## src/design/isf_pkg.sv

```systemverilog
// Package for the identifier strip filter: payload types, control structs and character tests.
`default_nettype none

package isf_pkg;

    // Widths fixed by the payload and the configuration register
    localparam int OPCODE_W     = 2;
    localparam int CHAR_W       = 8;
    localparam int SLOT_W       = 4;
    localparam int POS_W        = 5;
    localparam int NAME_COUNT_W = 4;

    // Operation codes carried in the request
    localparam logic [OPCODE_W-1:0] OP_STREAM = 2'd0;
    localparam logic [OPCODE_W-1:0] OP_LOAD   = 2'd1;
    localparam logic [OPCODE_W-1:0] OP_FLUSH  = 2'd2;

    // Character codes
    localparam logic [CHAR_W-1:0] CH_UNDERSCORE = 8'h5F;
    localparam logic [CHAR_W-1:0] CH_SPACE      = 8'h20;
    localparam logic [CHAR_W-1:0] CH_TAB        = 8'h09;
    localparam logic [CHAR_W-1:0] CH_LF         = 8'h0A;
    localparam logic [CHAR_W-1:0] CH_VT         = 8'h0B;
    localparam logic [CHAR_W-1:0] CH_FF         = 8'h0C;
    localparam logic [CHAR_W-1:0] CH_CR         = 8'h0D;
    localparam logic [CHAR_W-1:0] CH_UPPER_A    = 8'h41;
    localparam logic [CHAR_W-1:0] CH_UPPER_Z    = 8'h5A;
    localparam logic [CHAR_W-1:0] CH_LOWER_A    = 8'h61;
    localparam logic [CHAR_W-1:0] CH_LOWER_Z    = 8'h7A;
    localparam logic [CHAR_W-1:0] CH_DIGIT_0    = 8'h30;
    localparam logic [CHAR_W-1:0] CH_DIGIT_9    = 8'h39;
    localparam logic [CHAR_W-1:0] CH_NUL        = 8'h00;

    // Input request
    typedef struct packed {
        logic [OPCODE_W-1:0] opcode;
        logic [CHAR_W-1:0]   in_char;
        logic [SLOT_W-1:0]   name_slot;
        logic [POS_W-1:0]    char_pos;
    } t_in_item;

    // Output request
    typedef struct packed {
        logic [CHAR_W-1:0] out_char;
        logic              last_of_run;
    } t_out_item;

    // Controller states
    typedef enum logic [2:0] {
        ST_IDLE,
        ST_DECODE,
        ST_CMP_RD,
        ST_CMP_CHK,
        ST_EMIT_RD,
        ST_EMIT_WR,
        ST_CHAR_WR
    } t_state;

    // Commands from controller to datapath
    typedef struct packed {
        logic capture;
        logic load_name;
        logic append;
        logic overflow;
        logic finish_start;
        logic idx_inc;
        logic next_slot;
        logic emit_buf;
        logic emit_char;
    } t_cmd;

    // Status from datapath to controller
    typedef struct packed {
        logic is_load;
        logic is_finish;
        logic is_ident_char;
        logic is_other;
        logic in_ident;
        logic pass;
        logic len_full;
        logic limit_zero;
        logic idx_at_end;
        logic name_zero;
        logic byte_eq;
        logic last_slot;
        logic emit_last;
        logic trailing;
        logic out_free;
    } t_status;

    function automatic logic is_letter(input logic [CHAR_W-1:0] c);
        return (c >= CH_UPPER_A && c <= CH_UPPER_Z) ||
               (c >= CH_LOWER_A && c <= CH_LOWER_Z) || (c == CH_UNDERSCORE);
    endfunction

    function automatic logic is_digit(input logic [CHAR_W-1:0] c);
        return (c >= CH_DIGIT_0) && (c <= CH_DIGIT_9);
    endfunction

    function automatic logic is_blank(input logic [CHAR_W-1:0] c);
        return (c == CH_SPACE) || (c == CH_TAB) || (c == CH_LF) ||
               (c == CH_VT) || (c == CH_FF) || (c == CH_CR);
    endfunction

endpackage

`default_nettype wire

```

## src/design/isf_ram.sv

```systemverilog
// Generic single-port-write, single-port-read RAM with registered read data.
`default_nettype none

module isf_ram #(
    parameter int WIDTH  = 8,
    parameter int DEPTH  = 16,
    parameter int ADDR_W = (DEPTH > 1) ? $clog2(DEPTH) : 1
) (
    input  wire logic              i_clk,
    input  wire logic              i_wr_en,
    input  wire logic [ADDR_W-1:0] i_wr_addr,
    input  wire logic [WIDTH-1:0]  i_wr_data,
    input  wire logic [ADDR_W-1:0] i_rd_addr,
    output logic      [WIDTH-1:0]  o_rd_data
);

    logic [WIDTH-1:0] r_mem [DEPTH];
    logic [WIDTH-1:0] r_rd_data;

    // Write one entry, register the read
    always_ff @(posedge i_clk) begin
        if (i_wr_en) begin
            r_mem[i_wr_addr] <= i_wr_data;
        end
        r_rd_data <= r_mem[i_rd_addr];
    end

    assign o_rd_data = r_rd_data;

endmodule

`default_nettype wire

```

## src/design/isf_ctrl.sv

```systemverilog
// Controller state machine of the identifier strip filter.
`default_nettype none

module isf_ctrl (
    input  wire logic            i_clk,
    input  wire logic            i_rst_n,
    input  wire logic            i_in_valid,
    output logic                 o_in_ready,
    input  wire isf_pkg::t_status i_status,
    output isf_pkg::t_cmd        o_cmd
);

    isf_pkg::t_state r_state;
    isf_pkg::t_state n_state;

    // State register
    always_ff @(posedge i_clk) begin
        if (!i_rst_n) begin
            r_state <= isf_pkg::ST_IDLE;
        end else begin
            r_state <= n_state;
        end
    end

    // Next state and commands
    always_comb begin
        n_state    = r_state;
        o_cmd      = '0;
        o_in_ready = 1'b0;
        unique case (r_state)
            isf_pkg::ST_IDLE: begin
                o_in_ready = 1'b1;
                if (i_in_valid) begin
                    o_cmd.capture = 1'b1;
                    n_state       = isf_pkg::ST_DECODE;
                end
            end
            isf_pkg::ST_DECODE: begin
                priority if (i_status.is_load) begin
                    o_cmd.load_name = 1'b1;
                    n_state         = isf_pkg::ST_IDLE;
                end else if (i_status.is_ident_char) begin
                    priority if (i_status.pass) begin
                        n_state = isf_pkg::ST_CHAR_WR;
                    end else if (!i_status.len_full) begin
                        o_cmd.append = 1'b1;
                        n_state      = isf_pkg::ST_IDLE;
                    end else begin
                        o_cmd.overflow = 1'b1;
                        n_state        = isf_pkg::ST_EMIT_RD;
                    end
                end else if (i_status.is_finish) begin
                    o_cmd.finish_start = 1'b1;
                    priority if (i_status.in_ident && !i_status.pass) begin
                        n_state = i_status.limit_zero ? isf_pkg::ST_EMIT_RD
                                                      : isf_pkg::ST_CMP_RD;
                    end else if (i_status.is_other) begin
                        n_state = isf_pkg::ST_CHAR_WR;
                    end else begin
                        n_state = isf_pkg::ST_IDLE;
                    end
                end else begin
                    n_state = isf_pkg::ST_IDLE;
                end
            end
            isf_pkg::ST_CMP_RD: begin
                n_state = isf_pkg::ST_CMP_CHK;
            end
            isf_pkg::ST_CMP_CHK: begin
                priority if (i_status.idx_at_end && i_status.name_zero) begin
                    // Match: drop the identifier
                    n_state = i_status.trailing ? isf_pkg::ST_CHAR_WR : isf_pkg::ST_IDLE;
                end else if (!i_status.idx_at_end && i_status.byte_eq) begin
                    o_cmd.idx_inc = 1'b1;
                    n_state       = isf_pkg::ST_CMP_RD;
                end else begin
                    // Mismatch: advance to the next name or emit
                    o_cmd.next_slot = 1'b1;
                    n_state = i_status.last_slot ? isf_pkg::ST_EMIT_RD : isf_pkg::ST_CMP_RD;
                end
            end
            isf_pkg::ST_EMIT_RD: begin
                n_state = isf_pkg::ST_EMIT_WR;
            end
            isf_pkg::ST_EMIT_WR: begin
                if (i_status.out_free) begin
                    o_cmd.emit_buf = 1'b1;
                    if (i_status.emit_last) begin
                        n_state = i_status.trailing ? isf_pkg::ST_CHAR_WR : isf_pkg::ST_IDLE;
                    end else begin
                        o_cmd.idx_inc = 1'b1;
                        n_state       = isf_pkg::ST_EMIT_RD;
                    end
                end
            end
            isf_pkg::ST_CHAR_WR: begin
                if (i_status.out_free) begin
                    o_cmd.emit_char = 1'b1;
                    n_state         = isf_pkg::ST_IDLE;
                end
            end
            default: begin
                n_state = isf_pkg::ST_IDLE;
            end
        endcase
    end

endmodule

`default_nettype wire

```

## src/design/isf_dpath.sv

```systemverilog
// Datapath of the identifier strip filter: buffers, name table, counters and output register.
`default_nettype none

module isf_dpath #(
    parameter int NAME_SLOTS = 10,
    parameter int NAME_BYTES = 21
) (
    input  wire logic                                i_clk,
    input  wire logic                                i_rst_n,
    input  wire isf_pkg::t_in_item                   i_in_data,
    input  wire logic                                i_cfg_valid,
    input  wire logic [isf_pkg::NAME_COUNT_W-1:0]    i_cfg_data,
    input  wire logic                                i_out_ready,
    output logic                                     o_out_valid,
    output isf_pkg::t_out_item                       o_out_data,
    input  wire isf_pkg::t_cmd                       i_cmd,
    output isf_pkg::t_status                         o_status
);

    localparam int BUF_BYTES = NAME_BYTES - 1;
    localparam int BUF_AW    = (BUF_BYTES > 1) ? $clog2(BUF_BYTES) : 1;
    localparam int LEN_W     = $clog2(NAME_BYTES);
    localparam int TAB_DEPTH = NAME_SLOTS * NAME_BYTES;
    localparam int TAB_AW    = $clog2(TAB_DEPTH);
    localparam int CW        = isf_pkg::CHAR_W;
    localparam int NCW       = isf_pkg::NAME_COUNT_W;

    isf_pkg::t_in_item  r_item;
    logic [NCW-1:0]     r_name_count;
    logic [LEN_W-1:0]   r_len;
    logic               r_in_ident;
    logic               r_pass;
    logic [LEN_W-1:0]   r_cnt;
    logic [LEN_W-1:0]   r_idx;
    logic               r_trailing;
    logic [NCW-1:0]     r_slot;
    logic [TAB_AW-1:0]  r_base;
    logic               r_out_valid;
    isf_pkg::t_out_item r_out_data;

    logic [NCW-1:0]    limit;
    logic [CW-1:0]     buf_rd;
    logic [CW-1:0]     name_rd;
    logic              load_ok;
    logic [TAB_AW-1:0] tab_wr_addr;
    logic [TAB_AW-1:0] tab_rd_addr;
    logic              is_stream;
    logic              blank;
    logic              ident_char;
    logic              out_free;

    // Classify the held request
    assign is_stream  = (r_item.opcode == isf_pkg::OP_STREAM);
    assign blank      = isf_pkg::is_blank(r_item.in_char);
    assign ident_char = is_stream && (isf_pkg::is_letter(r_item.in_char) ||
                        (isf_pkg::is_digit(r_item.in_char) && r_in_ident));

    // Saturate the name count to the table size
    assign limit = (32'(r_name_count) > NAME_SLOTS) ? NCW'(NAME_SLOTS) : r_name_count;

    // Name table addressing
    assign load_ok     = (32'(r_item.name_slot) < NAME_SLOTS) &&
                         (32'(r_item.char_pos) < NAME_BYTES);
    assign tab_wr_addr = TAB_AW'(32'(r_item.name_slot) * NAME_BYTES + 32'(r_item.char_pos));
    assign tab_rd_addr = TAB_AW'(32'(r_base) + 32'(r_idx));

    assign out_free = !r_out_valid || i_out_ready;

    isf_ram #(
        .WIDTH  (CW),
        .DEPTH  (BUF_BYTES),
        .ADDR_W (BUF_AW)
    ) u_ident_buf (
        .i_clk     (i_clk),
        .i_wr_en   (i_cmd.append),
        .i_wr_addr (r_len[BUF_AW-1:0]),
        .i_wr_data (r_item.in_char),
        .i_rd_addr (r_idx[BUF_AW-1:0]),
        .o_rd_data (buf_rd)
    );

    isf_ram #(
        .WIDTH  (CW),
        .DEPTH  (TAB_DEPTH),
        .ADDR_W (TAB_AW)
    ) u_name_tab (
        .i_clk     (i_clk),
        .i_wr_en   (i_cmd.load_name && load_ok),
        .i_wr_addr (tab_wr_addr),
        .i_wr_data (r_item.in_char),
        .i_rd_addr (tab_rd_addr),
        .o_rd_data (name_rd)
    );

    // Control registers: config, identifier state, output valid
    always_ff @(posedge i_clk) begin
        if (!i_rst_n) begin
            r_name_count <= '0;
            r_len        <= '0;
            r_in_ident   <= 1'b0;
            r_pass       <= 1'b0;
            r_out_valid  <= 1'b0;
        end else begin
            if (i_cfg_valid) begin
                r_name_count <= i_cfg_data;
            end
            priority if (i_cmd.append) begin
                r_len      <= LEN_W'(r_len + LEN_W'(1));
                r_in_ident <= 1'b1;
            end else if (i_cmd.overflow) begin
                r_pass     <= 1'b1;
                r_in_ident <= 1'b1;
            end else if (i_cmd.finish_start) begin
                r_len      <= '0;
                r_in_ident <= 1'b0;
                r_pass     <= 1'b0;
            end else begin
                r_len <= r_len;
            end
            priority if (i_cmd.emit_buf || i_cmd.emit_char) begin
                r_out_valid <= 1'b1;
            end else if (i_out_ready) begin
                r_out_valid <= 1'b0;
            end else begin
                r_out_valid <= r_out_valid;
            end
        end
    end

    // Payload registers: held request, counters, output data
    always_ff @(posedge i_clk) begin
        if (i_cmd.capture) begin
            r_item <= i_in_data;
        end
        if (i_cmd.overflow || i_cmd.finish_start) begin
            r_cnt      <= r_len;
            r_idx      <= '0;
            r_slot     <= '0;
            r_base     <= '0;
            r_trailing <= i_cmd.overflow || (is_stream && !blank);
        end else if (i_cmd.next_slot) begin
            r_idx  <= '0;
            r_slot <= NCW'(r_slot + NCW'(1));
            r_base <= TAB_AW'(32'(r_base) + NAME_BYTES);
        end else if (i_cmd.idx_inc) begin
            r_idx <= LEN_W'(r_idx + LEN_W'(1));
        end
        if (i_cmd.emit_buf) begin
            r_out_data.out_char    <= buf_rd;
            r_out_data.last_of_run <= o_status.emit_last && !r_trailing;
        end else if (i_cmd.emit_char) begin
            r_out_data.out_char    <= r_item.in_char;
            r_out_data.last_of_run <= 1'b1;
        end
    end

    // Status to the controller
    always_comb begin
        o_status.is_load       = (r_item.opcode == isf_pkg::OP_LOAD);
        o_status.is_finish     = !ident_char && (is_stream ||
                                 (r_item.opcode == isf_pkg::OP_FLUSH));
        o_status.is_ident_char = ident_char;
        o_status.is_other      = is_stream && !blank && !ident_char;
        o_status.in_ident      = r_in_ident;
        o_status.pass          = r_pass;
        o_status.len_full      = (r_len == LEN_W'(BUF_BYTES));
        o_status.limit_zero    = (limit == '0);
        o_status.idx_at_end    = (r_idx == r_cnt);
        o_status.name_zero     = (name_rd == isf_pkg::CH_NUL);
        o_status.byte_eq       = (name_rd == buf_rd);
        o_status.last_slot     = ((NCW + 1)'(r_slot) + (NCW + 1)'(1)) == (NCW + 1)'(limit);
        o_status.emit_last     = (LEN_W'(r_idx + LEN_W'(1)) == r_cnt);
        o_status.trailing      = r_trailing;
        o_status.out_free      = out_free;
    end

    assign o_out_valid = r_out_valid;
    assign o_out_data  = r_out_data;

endmodule

`default_nettype wire

```

## src/design/identifier_strip_filter_core.sv

```systemverilog
// Top level of the identifier strip filter: controller plus datapath.
//
//   Channel | Direction | Handshake              | Payload
//   --------+-----------+------------------------+--------------------------------
//   in      | input     | i_in_valid/o_in_ready  | i_in_data  (isf_pkg::t_in_item)
//   out     | output    | o_out_valid/i_out_ready| o_out_data (isf_pkg::t_out_item)
//   cfg     | input     | i_cfg_valid/o_cfg_ready| i_cfg_data (name count, 4 bits)
//
// A buffered character or a table load passes through idle and decode; a byte
// that emits alone goes on to the character write state. Ending an identifier
// walks the loaded names through the name table RAM, a read and a check state per
// compared byte, then emits with a read and a write state per buffered byte. Reset
// is synchronous and needs no clearing pass. A stalled output holds the output
// register; a new request is taken when the controller is idle, even while the last result waits.
`default_nettype none

module identifier_strip_filter_core #(
    parameter int NAME_SLOTS = 10,
    parameter int NAME_BYTES = 21
) (
    input  wire logic                             i_clk,
    input  wire logic                             i_rst_n,
    input  wire logic                             i_in_valid,
    output logic                                  o_in_ready,
    input  wire isf_pkg::t_in_item                i_in_data,
    output logic                                  o_out_valid,
    input  wire logic                             i_out_ready,
    output isf_pkg::t_out_item                    o_out_data,
    input  wire logic                             i_cfg_valid,
    output logic                                  o_cfg_ready,
    input  wire logic [isf_pkg::NAME_COUNT_W-1:0] i_cfg_data
);

    isf_pkg::t_cmd    cmd;
    isf_pkg::t_status status;

    // Register writes are always taken
    assign o_cfg_ready = 1'b1;

    isf_ctrl u_ctrl (
        .i_clk      (i_clk),
        .i_rst_n    (i_rst_n),
        .i_in_valid (i_in_valid),
        .o_in_ready (o_in_ready),
        .i_status   (status),
        .o_cmd      (cmd)
    );

    isf_dpath #(
        .NAME_SLOTS (NAME_SLOTS),
        .NAME_BYTES (NAME_BYTES)
    ) u_dpath (
        .i_clk       (i_clk),
        .i_rst_n     (i_rst_n),
        .i_in_data   (i_in_data),
        .i_cfg_valid (i_cfg_valid),
        .i_cfg_data  (i_cfg_data),
        .i_out_ready (i_out_ready),
        .o_out_valid (o_out_valid),
        .o_out_data  (o_out_data),
        .i_cmd       (cmd),
        .o_status    (status)
    );

endmodule

`default_nettype wire

```

## config.mk

```make
export PLATFORM = sky130hd
export DESIGN_NAME = identifier_strip_filter_core
export DESIGN_NICKNAME = d
export VERILOG_FILES = /design/src/design/isf_pkg.sv /design/src/design/isf_ram.sv /design/src/design/isf_ctrl.sv /design/src/design/isf_dpath.sv /design/src/design/identifier_strip_filter_core.sv
export SDC_FILE = /design/constraint.sdc
export NUM_CORES = 2
export LEC_CHECK = 0
export ABC_AREA = 1
export BUFFER_PORTS_ARGS = -buffer_cell sky130_fd_sc_hd__buf_2
export CAP_MARGIN = 30
export CORE_MARGIN = 3
export CORE_UTILIZATION = 35
export CTS_CLUSTER_SIZE = 28
export DETAILED_ROUTE_END_ITERATION = 16
export SETUP_SLACK_MARGIN = 0.3
export SLEW_MARGIN = 20
export SYNTH_ARGS = -nofsm -noshare
export SYNTH_HDL_FRONTEND = slang
export SYNTH_SLANG_ARGS = --single-unit
```

## constraint.sdc

```tcl
create_clock -name i_clk -period 15.9 [get_ports i_clk]
set_input_delay 1.59 -clock i_clk [delete_from_list [all_inputs] [get_ports i_clk]]
set_output_delay 1.59 -clock i_clk [all_outputs]
set_load 0.05 [all_outputs]
```

==> results by group <==
Worst setup path
  – Worst setup SP type: register
  – R2R setup slack: 10.75 ns
  – Worst r2r path cells: 15
  – Setup Crit Path Kind: register to register
  – Worst R2R End: u_dpath.u_name_tab.o_rd_data[2]$_DFF_P_
  – Setup crit end kind: register
  – Worst-path maximum fanout: 71
  – Crit path to: u_dpath.u_name_tab.o_rd_data[2]$_DFF_P_
  – Setup crit start: u_dpath.r_idx[1]$_SDFFE_PP0P_
  – Required @ worst endpoint: 16.64 ns
  – Worst reg2reg path startpoint: u_dpath.r_idx[1]$_SDFFE_PP0P_
  – CP Data Arrival Time: 5.89 ns

Clocking
  – TritonCTS clock tree: done
  – Longest Clk Path Bufs: 3
  – Clk_lat worst skew: 0.87 ns
  – Clock-pin transition on the worst setup and hold timing paths: 0.06 ns
  – TritonCTS buffer count: between 150 and 200
  – H-tree depth: 4
  – Clock Sinks: 1922
  – Post-CTS Hold Buffers: 0
  – Root Driver: clkbuf_16
  – Post-CTS Setup Bufs: 0
  – Post_cts resized: 0

GRT
  – Grt total ovfl: 0
  – Initial antenna violation count: 6
  – Total GRT Usage: 19.0%
  – First-pass GRT wire length: 329000 µm
  – Vias in the first global route: 50.5k
  – Pin count of the biggest net entering global routing: ~250

Detailed routing
  – Final antenna-violating net count: 0
  – Via density: 5.44
  – Per-cell routed wire length: 23.3 µm
  – Routed wire length: around 220000 µm
  – 1st-pass router iterations: 7
  – Remaining DRCs: 0
  – Routed via count: 52.3k
  – 1st-iter DRT viols: 6452

Synthesis
  – Area fraction of the dominant cell type after synthesis: around 72%
  – Sequential share of the synthesized area: roughly three quarters
  – Most frequent cell after synthesis: edfxtp_1
  – EDFF count, synth: about 1.9k
  – Ys flop type: edfxtp_1
  – Cell Area, Synth: 78400 µm²
  – Post-Syn Instances: about 6.6k
  – YS warnings: 0
  – Mapped Avg Cell Area: ~12 µm²
  – #FFs+latches synth: a little under 2k
  – Post-synth top area cell: edfxtp_1
  – Post-synth cell types: 38
  – Top area cells in the synthesized netlist: edfxtp_1 72%, nor2_1 8.1%, o21ai_0 5.8%
  – Synth Net Count: ~6.7k
  – Post-synth ARST share: 0%
  – Most instantiated cells after synthesis: 1874 x edfxtp_1, 1695 x nor2_1, 910 x o21ai_0

Floorplanning
  – # rows: 173
  – Core ar.: 223000 µm²
  – Die Span Y: 479 µm
  – Initial Utilization: around a third
  – Width of the chip: between 400 and 500 µm
  – I/O pins: 40
  – Total die area: 230000 µm²

Job
  – Max cap viols: 0

STA
  – FMAX: 194 MHz
  – Pins Over Slew Limit: 0
  – Fin crit period: about 5.1 ns
  – Setup-failing EPs final: 0
  – Least-Margin Pin Slew: roughly 1.1 ns
  – Fin. Hold Viols: 0
  – Setup TNS Final: 0 ns
  – RSZ-0062 raised after global routing: false
  – Crit share post-route: about a third
  – Clock skew: 0.0536 ns
  – Slew headroom: 26.1%

Power
  – P_leak: roughly 29 nW
  – P per Cell Area: 124 nW/µm²
  – Max VDD drop: about 0.00012 V
  – Power Total: around 11 mW

Layout
  – # fillers: 21.1k
  – Nets: 6545
  – P&R area growth vs syn: 11.8%
  – Layout cell share with drive strength beyond 1: 6.17%

Hold path
  – Hold Path Class: register to register

Status
  – Status: finished, final reports clean

Placed design
  – Hpwl dp: roughly 130000 µm
  – PortBufs: 38
  – Routability Congestion: 0.870
[cell type report]
cell class              count  area, µm²  area share, %
diodes                      1       2.50        0.00286
clock buffers             247       5060           5.78
clock inverters           105       1070           1.23
inverters                  89        355          0.406
multi-input cells        4155      19000           21.7
flip-flops and latches   1922      57200           65.3
well taps                2975       3720           4.25
repair buffers            126       1140           1.31
[metrics by stage]
stage / cell area [µm²] / cells / hold slack (ns) / setup WS (ns) / utilization (%)
6_report: 87600 / 9620 / 0.513 / 10.75 / 39.4
2_1_floorplan: 78400 / 6595 / 0.406 / 10.75 / -
3_5_place_dp: 81300 / 9261 / 0.503 / 10.63 / 36.5
5_1_grt: 87600 / 9619 / 0.534 / 10.51 / 39.4
3_3_place_gp: 81200 / 9257 / 0.485 / 10.65 / 36.5
4_1_cts: 87400 / 9613 / 0.513 / 10.62 / 39.3
[flip-flops by register name (all words and copies together) (netlist names), 8 cells and up]
name                           cells
u_dpath.u_ident_buf.r_mem        160
u_dpath.r_base                     8
u_dpath.u_ident_buf.o_rd_data      8
u_dpath.u_name_tab.o_rd_data       8
u_dpath.r_item                    19
u_dpath.o_out_data                 9
u_dpath.u_name_tab.r_mem        1680
[how the worst min path moves through the flow]
stage                     cells past startpoint                              endpoint                                  from  slack [ns]
after global placement                        2  u_dpath.r_name_count[1]$_SDFFE_PN0P_  u_dpath.r_name_count[1]$_SDFFE_PN0P_        0.49
after detailed placement                      2         u_dpath.r_len[4]$_SDFFE_PN0P_         u_dpath.r_len[4]$_SDFFE_PN0P_        0.50
final                                         2  u_dpath.r_name_count[1]$_SDFFE_PN0P_  u_dpath.r_name_count[1]$_SDFFE_PN0P_        0.51
after global routing                          2        u_dpath.r_slot[3]$_SDFFE_PP0P_        u_dpath.r_slot[3]$_SDFFE_PP0P_        0.53
after CTS                                     2         u_dpath.r_len[4]$_SDFFE_PN0P_         u_dpath.r_len[4]$_SDFFE_PN0P_        0.51
after floorplan                               0            u_dpath.r_cnt[2]$_DFFE_PP_         u_dpath.r_len[2]$_SDFFE_PN0P_        0.41
[power by group]
| part | total [mW] | internal (mW) | switching [mW] | leakage (nW) |
|---|---|---|---|---|
| Clock | 4.45 | 2.48 | 1.97 | 2.95 |
| Sequential | 5.63 | 5.59 | 0.0342 | 17.2 |
| Combinational | 0.801 | 0.171 | 0.630 | 8.56 |
[layer usage]
| layer | up-vias | track usage [%] | share of wire (%) |
|---|---|---|---|
| li1 | 23400 | - | - |
| met1 | 26000 | 26.3 | 42 |
| met2 | 2549 | 29.7 | 46 |
| met3 | 384 | 3.91 | 9.0 |
| met4 | 2 | 6.34 | 3.2 |
| met5 | - | 0 | 0.0058 |
[placed cells by master (no fill, tap or decap), types with 52 or more instances in the layout]
cell type	count
edfxtp_1	1874
nor2_1	1694
o21ai_0	910
nand2_1	598
nand3_1	425
clkbuf_16	193
o211ai_1	174
o22ai_1	118
inv_1	81
o21ai_1	71
buf_4	69
a21oi_1	52
[logic make-up after synthesis]
kind of cell | synth area share, %
compound gates | 9.38
simple gates | 14.0
other cells | 0.00478
xor+xnor | 0.278
fa+ha+maj | 0.517
buf+inv | 2.80
flops | 73.0
[worst max-delay path: stages, from the launching register on]
cell	delay (ns)
dfxtp_1	0.30
buf_4	0.29
fa_4	0.59
xor2_4	0.20
buf_4	0.24
inv_6	0.40
buf_4	0.78
buf_4	0.48
buf_16	0.29
o211ai_1	0.15
nand3_1	0.15
nand3_1	0.19
nand3_1	0.21
nand3_1	0.25
nand2_1	0.28
nand2_1	0.08
Note: power is estimated with default switching activity, not from simulation.
